**src/rtl/core/table_sbox_xor_mix_block_cipher_core_assert.svh**
```systemverilog
// Assertion helpers shared by the cipher core RTL.
// Every check samples on the rising edge of clock and is off while reset is high.
`ifndef TABLE_SBOX_XOR_MIX_BLOCK_CIPHER_CORE_ASSERT_SVH
`define TABLE_SBOX_XOR_MIX_BLOCK_CIPHER_CORE_ASSERT_SVH

// The consequent must hold in the same cycle as the antecedent.
`define TSXBC_ASSERT_NOW(label, ante, cons, msg) \
   label: assert property (@(posedge clock) disable iff (reset) (ante) |-> (cons)) \
      else $error(msg);

// The consequent must hold in the cycle after the antecedent.
`define TSXBC_ASSERT_NEXT(label, ante, cons, msg) \
   label: assert property (@(posedge clock) disable iff (reset) (ante) |=> (cons)) \
      else $error(msg);

`endif

```
**src/rtl/core/tsxbc_pkg.sv**
```systemverilog
package tsxbc_pkg;

   localparam int NUM_WORDS       = 12;
   localparam int WORD_W          = 16;
   localparam int TABLE_ENTRIES   = 65536;
   localparam int ADDR_W          = 16;
   localparam int NUM_TAPS        = 7;
   localparam int MAX_ROUNDS      = 32;
   localparam int RESET_ROUNDS    = 18;
   localparam int ROUND_W         = 6;
   localparam int GROUP_W         = 64;
   localparam int FUNC_W          = 2;
   localparam int SEL_W           = 4;
   localparam int TAP_W           = 4;

   typedef logic [WORD_W-1:0] word_type;
   typedef word_type [NUM_WORDS-1:0] block_type;
   typedef logic [TAP_W-1:0] tap_type;

   typedef enum logic [FUNC_W-1:0] {
      FUNC_LOAD_FWD = 2'd0,
      FUNC_LOAD_INV = 2'd1,
      FUNC_ENCRYPT  = 2'd2,
      FUNC_DECRYPT  = 2'd3
   } func_type;

   // Each row lists the seven input words that are XORed into one output word.
   localparam tap_type MIX_TAPS [NUM_WORDS][NUM_TAPS] = '{
      '{4'd0, 4'd5, 4'd6, 4'd7, 4'd8,  4'd9,  4'd10},
      '{4'd1, 4'd4, 4'd5, 4'd6, 4'd9,  4'd10, 4'd11},
      '{4'd2, 4'd3, 4'd4, 4'd5, 4'd6,  4'd8,  4'd10},
      '{4'd2, 4'd3, 4'd6, 4'd7, 4'd9,  4'd10, 4'd11},
      '{4'd1, 4'd2, 4'd4, 4'd6, 4'd7,  4'd8,  4'd9},
      '{4'd0, 4'd1, 4'd2, 4'd5, 4'd7,  4'd9,  4'd11},
      '{4'd0, 4'd1, 4'd2, 4'd3, 4'd4,  4'd6,  4'd11},
      '{4'd0, 4'd3, 4'd4, 4'd5, 4'd7,  4'd10, 4'd11},
      '{4'd0, 4'd2, 4'd4, 4'd8, 4'd9,  4'd10, 4'd11},
      '{4'd0, 4'd1, 4'd3, 4'd4, 4'd5,  4'd8,  4'd9},
      '{4'd0, 4'd1, 4'd2, 4'd3, 4'd7,  4'd8,  4'd10},
      '{4'd1, 4'd3, 4'd5, 4'd6, 4'd7,  4'd8,  4'd11}
   };

   // Per-lane table control from the sequencer.
   typedef struct packed {
      logic wr_fwd;
      logic wr_inv;
      logic rd_en;
      logic rd_inv;
   } lane_ctrl_type;

endpackage

```
**src/rtl/core/tsxbc_mix.sv**
```systemverilog
// Merging stage: each output word is the XOR of seven lane words.
module tsxbc_mix import tsxbc_pkg::*; (
   input  block_type din,
   output block_type dout
);

   always_comb begin
      word_type acc;
      acc = '0;
      for (int i = 0; i < NUM_WORDS; i++) begin
         acc = '0;
         for (int k = 0; k < NUM_TAPS; k++) begin
            acc = acc ^ din[MIX_TAPS[i][k]];
         end
         dout[i] = acc;
      end
   end

endmodule

```
**config.mk**
```make
export PLATFORM = sky130hd
export DESIGN_NAME = tsxbc_mix
export DESIGN_NICKNAME = d
export VERILOG_FILES = /design/src/rtl/core/table_sbox_xor_mix_block_cipher_core_assert.svh /design/src/rtl/core/tsxbc_pkg.sv /design/src/rtl/core/tsxbc_mix.sv
export SDC_FILE = /design/constraint.sdc
export NUM_CORES = 1
export LEC_CHECK = 0
export BUFFER_PORTS_ARGS = -buffer_cell sky130_fd_sc_hd__buf_4
export CAP_MARGIN = 40
export CORE_AREA = 2 2 149 151
export DETAILED_ROUTE_END_ITERATION = 8
export DIE_AREA = 0 0 151 153
export GPL_TIMING_DRIVEN = 0
export MAX_ROUTING_LAYER = met4
export PLACE_DENSITY = 0.62
export SYNTH_ARGS = -nofsm -noshare
export SYNTH_HDL_FRONTEND = slang
export SYNTH_SLANG_ARGS = --single-unit
```
**constraint.sdc**
```tcl
create_clock -name vclk -period 3.34
set_input_delay 0.668 -clock vclk [all_inputs]
set_output_delay 0.668 -clock vclk [all_outputs]
set_load 0.01 [all_outputs]
```
==> metrics, run 1 <==
status finished clean; fin crit share 0.769; Avg Cell Area, Syn 9.13 um^2; cell area power density 413 mW/mm^2; clock buffers 0; final worst slack 0.770 ns; Gate power share 1.000; synth unique cells 12; Critical Path AT 1.90 ns; final setup TNS 0 ns; global placement routability congestion roughly 0.84; worst path cell trace buf_4, xor2_1, xnor2_1, xor3_1, buf_4; Final Hold Vio Count 0; Finish-stage setup viols 0; pin count of the biggest net entering global routing 6; Synth area leader xnor2_1; Slew Limit Fails 0; hold wc startpoint din[83]; Mapped Cells 733; Critical Path Source din[22]; RSZ-0062 raised after global routing no; number of port buffers 375; delay-heaviest family, CP XOR/XNOR gates; initial DRC count 102; met2 Use GR 0.327; Avg WL per Cell approximately 15 um; Worst Setup End Kind primary output; P_leak 4.00 nW; P&R area growth vs syn 47.4%; CP max FO 3; Reg area 0 um^2; busiest grt layer met2; min Tclk post-route between 2 and 3 ns; grt ovf 0; Die Area 0.0231 mm^2; GRT Total Usage 0.170; seq_cells 0; routed wire length 20,300 um; Crit Path Category in -> out; first-pass GRT wire length 31,200 um; synthesized cell area 0.00669 mm^2; met1 usage 0.188; Slew Limit Headroom 0.572; pre-CTS WS 0.752 ns; fmax 0.389 GHz; cts-stage hold buffer count 0; die extent in y between 150 and 200 um; top post-synthesis cells by count 508 x xnor2_1, 190 x xor2_1, 12 x xnor3_1; sequential share of power 0; vias per cell 4.17; antenna violations before repair 1; Initial Utilization 0.311; CP startpoint kind input pin; share of cells above drive strength 1 0.355; core area 0.0215 mm^2; Worst path slowest cell xor3_1; Cell Int Power 2.18 mW; sw frac 0.465; Seq/Total Area, Yosys 0; FP Rows 54; clock power share 0; count leader, synth xnor2_1; io pins 384; drt pass-1 iters 4; Pwr Total approximately 4.1 mW; CP required 2.67 ns; dpl hpwl 18,800 um; top post-synthesis cells by area xnor2_1 67%, xor2_1 25%, xnor3_1 4.0%; measured slew at the worst slew-check pin about 0.64 ns; Max stage delay on crit path 0.47 ns; Vias 5,796; total setup buffers inserted after CTS 0; Layout Nets between 1,000 and 1,500; Die X around 150 um; Final ANT Viol Nets 0; VDD IR max just over 0.2 mV; MaxCap Viol Count 0; cell mode on critical path buf_4; syn nets slightly above 900; met3 usage 0.0296; DRC viols 0; post_cts resized 0; Yosys top cell area share 0.665; Synth warnings 0; worst min path class in -> out; CP bufs+invs 2; area occupied by multi-input gates 0.00665 mm^2; total net switching power 1.89 mW; number of global-route vias before repair just over 6,000; fillcell total 2,181
## placed cells by master (no fill, tap or decap), types with 2 or more instances in the layout
cell	instances
clkbuf_1	3
buf_2	3
xor2_1	190
xnor3_1	12
clkbuf_2	2
buf_4	376
xnor2_2	3
xor3_1	2
xnor2_1	508
xor2_2	7
## cell families (layout without fill, tap and decap cells)
family                 after synthesis  after routing  synth area share
buffers and inverters                9            384           0.00655
other                                0              1                 0
XOR/XNOR                           724            724             0.993
## final timing paths
kind,cells after the start,slack (ns),to
worst min-delay path,3,1.77,dout[35]
worst max-delay path,5,0.77,dout[22]
## through the flow
stage	std cells	hold slack, ns	area [um^2]	util
after floorplan	733	1.54	6690	-
after global placement	1388	1.77	9850	0.459
after detailed placement	1388	1.76	9850	0.459
after CTS	1388	1.77	9850	0.459
after global routing	1389	1.79	9860	0.459
final	1389	1.77	9860	0.459
## power groups by stage
stage	Combinational [mW]	Clock, mW	Sequential [mW]
finish	4.07	0.0000000401	0
floorplan	2.23	0	0
global route	4.39	0.0000000400	0
global placement	4.12	0	0
detailed placement	4.12	0	0
CTS	4.14	0	0
## worst min-delay path, stage by stage
cell,delay (ns)
buf_4,0.10
xnor3_1,0.21
buf_4,0.11
## routing by layer
metal	vias to the layer above	routed length [um]	share of wire
li1	2965	-	-
met1	2608	7880	0.39
met2	213	10700	0.53
met3	10	1570	0.077
met4	0	165	0.0081
met5	-	0	0
## area by class of cell
type                            count  share of cell area
Tap cell                          280              0.0355
Multi-Input combinational cell    724               0.674
Antenna cell                        1            0.000254
Timing Repair Buffer              375               0.286
Buffer                              9             0.00444
(Power assumes the default switching activity.)
==> run 2, diff against run 1 <==
Settings changed: CORE_AREA 2 2 149 151 to 2 2 150 152, DIE_AREA 0 0 151 153 to 0 0 152 154.
Clock period 3.34 ns to 2.4 ns, I/O delays scaled along.
==> metrics, run 2 (synthesis results as in run 1) <==
min Tclk post-route 2.23 ns; pin count of the biggest net entering global routing 6 (unchanged); worst path cell trace buf_4, xor2_1, xnor2_1, xor3_1, buf_4; Initial Utilization 0.308 (-0.00291); sw frac 0.468 (+0.00346); hold depth 4 (+1); P&R area growth vs syn 47.4% (unchanged); Max stage delay on crit path 0.47 ns (about the same); first-pass GRT wire length 32,000 um (+2.4%); CP max FO 3 (unchanged); MaxCap Viol Count 0 (unchanged); Inst Count DP 1,388 (unchanged); Crit Path Category in -> out; Gate power share 1.000 (about the same); RSZ-0062 raised after global routing no; io pins 384 (unchanged); area occupied by multi-input gates 0.00665 mm^2 (unchanged); Die Area 0.0234 mm^2 (+1.3%); fin util 0.454 (-0.00429); vias per cell 4.24 (+1.7%); FP Rows 54 (unchanged); VDD IR max 0.315 mV (+56%); cts-stage hold buffer count 0 (unchanged); cell area power density 579 mW/mm^2 (+40%); routed wire length 20,700 um (+1.8%); number of port buffers 375 (unchanged); clock buffers 0 (unchanged); measured slew at the worst slew-check pin 0.567 ns (-0.0703 ns); global placement routability congestion 0.865 (+3.0%); seq_cells 0 (unchanged); fillcell total 2,213 (+1.5%); drt pass-1 iters 4 (unchanged); most frequent cells in the layout 508 x xnor2_1, 376 x buf_4, 190 x xor2_1, 12 x xnor3_1, 7 x xor2_2; Die X 152 um (+0.66%); hold wc startpoint din[189]; worst min path class in -> out; Final Hold Vio Count 0 (unchanged); Finish-stage setup viols 0 (unchanged); fin crit share 0.928; GRT Total Usage 0.170 (-0.000750); cell mode on critical path buf_4; dpl hpwl 19,200 um (+2.1%); fmax 0.449 GHz; number of global-route vias before repair 6,269 (+1.7%); total net switching power 2.67 mW (+41%); core area 0.0217 mm^2 (+0.94%); share of cells above drive strength 1 0.355 (unchanged); Avg WL per Cell 14.9 um (+1.8%); final setup TNS 0 ns (unchanged); end of the worst hold path dout[109]; Worst Setup End Kind primary output; total setup buffers inserted after CTS 0 (unchanged); initial DRC count 119 (+17%); Final ANT Viol Nets 0 (unchanged); post_cts resized 0 (unchanged); Cell Int Power 3.03 mW (+39%); Worst path slowest cell xor3_1; die extent in y 154 um (+0.65%); antenna violations before repair 1 (unchanged); CP required 1.92 ns (-0.75 ns); CP startpoint kind input pin; Reg area 0 um^2 (unchanged); Layout Nets 1,302 (unchanged); status finished clean; most common cell after layout, fill and taps aside xnor2_1; Critical Path AT 1.75 ns (-0.15 ns); Slew Limit Fails 0 (unchanged); Vias 5,893 (+1.7%); DRC viols 0 (unchanged); Post-Layout Cell Count 1,389 (unchanged); grt ovf 0 (unchanged); sequential share of power 0 (unchanged); P_leak 4.00 nW (unchanged); clock power share 0 (unchanged); Slew Limit Headroom 0.620 (+0.0472)
==> run 2: cell counts in the layout (fill, tap and decap cells not counted) <==
No cell type changed its count.
==> run 2: power groups by stage <==
stage | sequential (mW) | clock [mW] | combinational, mW
2_1_floorplan | 0 | 0 | 3.10
3_3_place_gp | 0 | 0 | 5.77
3_5_place_dp | 0 | 0 | 5.78
4_1_cts | 0 | 0 | 5.80
5_1_grt | 0 | 0.0000000557 | 6.12
6_report | 0 | 0.0000000557 | 5.70
==> run 2: through the flow <==
stage	power [mW]	worst slack, ns	hold WS [ns]	area [um^2]
detailed placement	5.78	0.167	1.39	9850
global route	6.12	0.104	1.41	9860
global placement	5.77	0.162	1.39	9850
finish	5.70	0.172	1.38	9860
floorplan	3.10	0.445	1.16	6690
CTS	5.80	0.164	1.39	9850
==> run 2: final cells by class <==
class | count | share of cell area
Antenna cell | 1 | 0.000254
Buffer | 9 | 0.00444
Multi-Input combinational cell | 724 | 0.674
Tap cell | 280 | 0.0355
Timing Repair Buffer | 375 | 0.286
==> run 2: worst max path at each step <==
stage | depth (start not counted) | startpoint | endpoint | slack, ns
floorplan | 4 | din[92] | dout[28] | 0.45
global placement | 5 | din[22] | dout[22] | 0.16
detailed placement | 5 | din[22] | dout[22] | 0.17
CTS | 5 | din[22] | dout[22] | 0.16
global route | 5 | din[22] | dout[22] | 0.10
finish | 5 | din[22] | dout[22] | 0.17
==> run 2: worst max-delay path: cells and delay by family <==
family / cells / cell delay [ns]
xor+xnor: 3 / 0.98
buf+inv: 2 / 0.29
==> run 2: layer usage <==
layer	part of all wire	up-vias	track usage	wire length, um
li1	-	2957	-	-
met1	0.38	2684	0.186	7910
met2	0.54	234	0.326	11100
met3	0.070	18	0.0321	1460
met4	0.012	0	0.0187	258
met5	0	-	-	0
==> run 3, diff against run 2 <==
Settings changed: REMOVE_ABC_BUFFERS set to 1.
==> metrics, run 3 (synthesis results as in run 1) <==
measured slew at the worst slew-check pin 0.584 ns (+0.0173 ns); min Tclk post-route 2.25 ns (+0.0216 ns); fin crit share 0.937 (+0.00902); total setup buffers inserted after CTS 0 (unchanged); routed wire length 21,400 um (+3.4%); drt pass-1 iters 4 (unchanged); ANT cells 0 (-1); clock power share 0 (unchanged); clock buffers 0 (unchanged); CP max FO 3 (unchanged); Final Hold Vio Count 0 (unchanged); Gate power share 1.000 (about the same); Cell Int Power 3.04 mW (+0.23%); Design Area, Final 0.00988 mm^2 (+0.22%); status finished clean; Final ANT Viol Nets 0 (unchanged); fin util 0.455 (+0.000980); VDD IR max 0.246 mV (-22%); initial DRC count 85 (-29%); pre-CTS WS 0.157 ns (-0.0104 ns); Critical Path AT 1.77 ns (+0.02 ns); Finish-stage setup viols 0 (unchanged); Slew Limit Headroom 0.608 (-0.0116); fmax 0.445 GHz (-0.96%); Area after DPL 0.00988 mm^2 (+0.24%); first-pass GRT wire length 33,300 um (+4.2%); io pins 384 (unchanged); Pwr Total 5.72 mW (+0.21%); P&R area growth vs syn 47.7%; Worst Setup End Kind primary output; sw frac 0.468 (about the same); Crit Path Category in -> out; Die Area 0.0234 mm^2 (unchanged); hold depth 4 (unchanged); DRC viols 0 (unchanged); CP startpoint kind input pin; cell area power density 579 mW/mm^2 (about the same); pin count of the biggest net entering global routing 6 (unchanged); total net switching power 2.68 mW (+0.18%); grt ovf 0 (unchanged); worst min path class in -> out; Reg area 0 um^2 (unchanged); Layout Nets 1,302 (unchanged); hold wc startpoint din[182]; final setup TNS 0 ns (unchanged); vias per cell 4.18 (-1.5%); number of global-route vias before repair 6,219 (-0.80%); Inst Count DP 1,388 (unchanged); area occupied by multi-input gates 0.00665 mm^2 (unchanged); core area 0.0217 mm^2 (unchanged); Post-Layout Cell Count 1,388 (-0.072%); WHS 1.39 ns (+0.00528 ns); RSZ-0062 raised after global routing no; sequential share of power 0 (unchanged); GRT Total Usage 0.177 (+0.00794); Die X 152 um (unchanged); fillcell total 2,232 (+0.86%); CP required 1.92 ns (about the same); FP Rows 54 (unchanged); most frequent cells in the layout 508 x xnor2_1, 384 x buf_4, 190 x xor2_1, 12 x xnor3_1, 7 x xor2_2; final worst slack 0.151 ns (-0.0216 ns); dpl hpwl 20,000 um (+3.7%); P_leak 4.01 nW (+0.37%); antenna violations before repair 0 (-1); global placement routability congestion 0.871 (+0.72%); Avg WL per Cell 15.4 um (+3.4%); MaxCap Viol Count 0 (unchanged); die extent in y 154 um (unchanged); post_cts resized 0 (unchanged); Vias 5,799 (-1.6%); end of the worst hold path dout[182]; share of cells above drive strength 1 0.357 (+0.00271); Initial Utilization 0.308 (unchanged); cts-stage hold buffer count 0 (unchanged); Slew Limit Fails 0 (unchanged); seq_cells 0 (unchanged); number of port buffers 384 (+2.4%); most common cell after layout, fill and taps aside xnor2_1
## run 3: layout make-up
| type | instances | area share |
|---|---|---|
| multi-input combinational | 724 | 0.673 |
| tap | 280 | 0.0355 |
| timing repair buffer | 384 | 0.292 |
## run 3: worst max-delay path by stage
stage	startpoint	to	cells after the start
floorplan	din[22]	dout[22]	3
global placement	din[22]	dout[22]	5
detailed placement	din[22]	dout[22]	5
CTS	din[22]	dout[22]	5
global route	din[22]	dout[22]	5
finish	din[22]	dout[22]	5
## run 3: critical path, stage by stage
cell and delay (ns):
buf_4 0.12, xor2_1 0.27, xnor2_1 0.24, xor3_1 0.50, buf_4 0.16
## run 3: power by group through the flow
stage | sequential [mW] | combinational [mW] | clock, mW
2_1_floorplan | 0 | 3.09 | 0
3_5_place_dp | 0 | 5.80 | 0
4_1_cts | 0 | 5.82 | 0
3_3_place_gp | 0 | 5.80 | 0
6_report | 0 | 5.72 | 0
5_1_grt | 0 | 6.15 | 0
## run 3: layer usage
metal | share of wire | vias up | GRT usage
li1 | - | 2966 | -
met1 | 0.39 | 2606 | 0.199
met2 | 0.53 | 221 | 0.337
met3 | 0.077 | 6 | 0.0420
met4 | 0.0031 | 0 | 0.00490
met5 | 0 | - | -
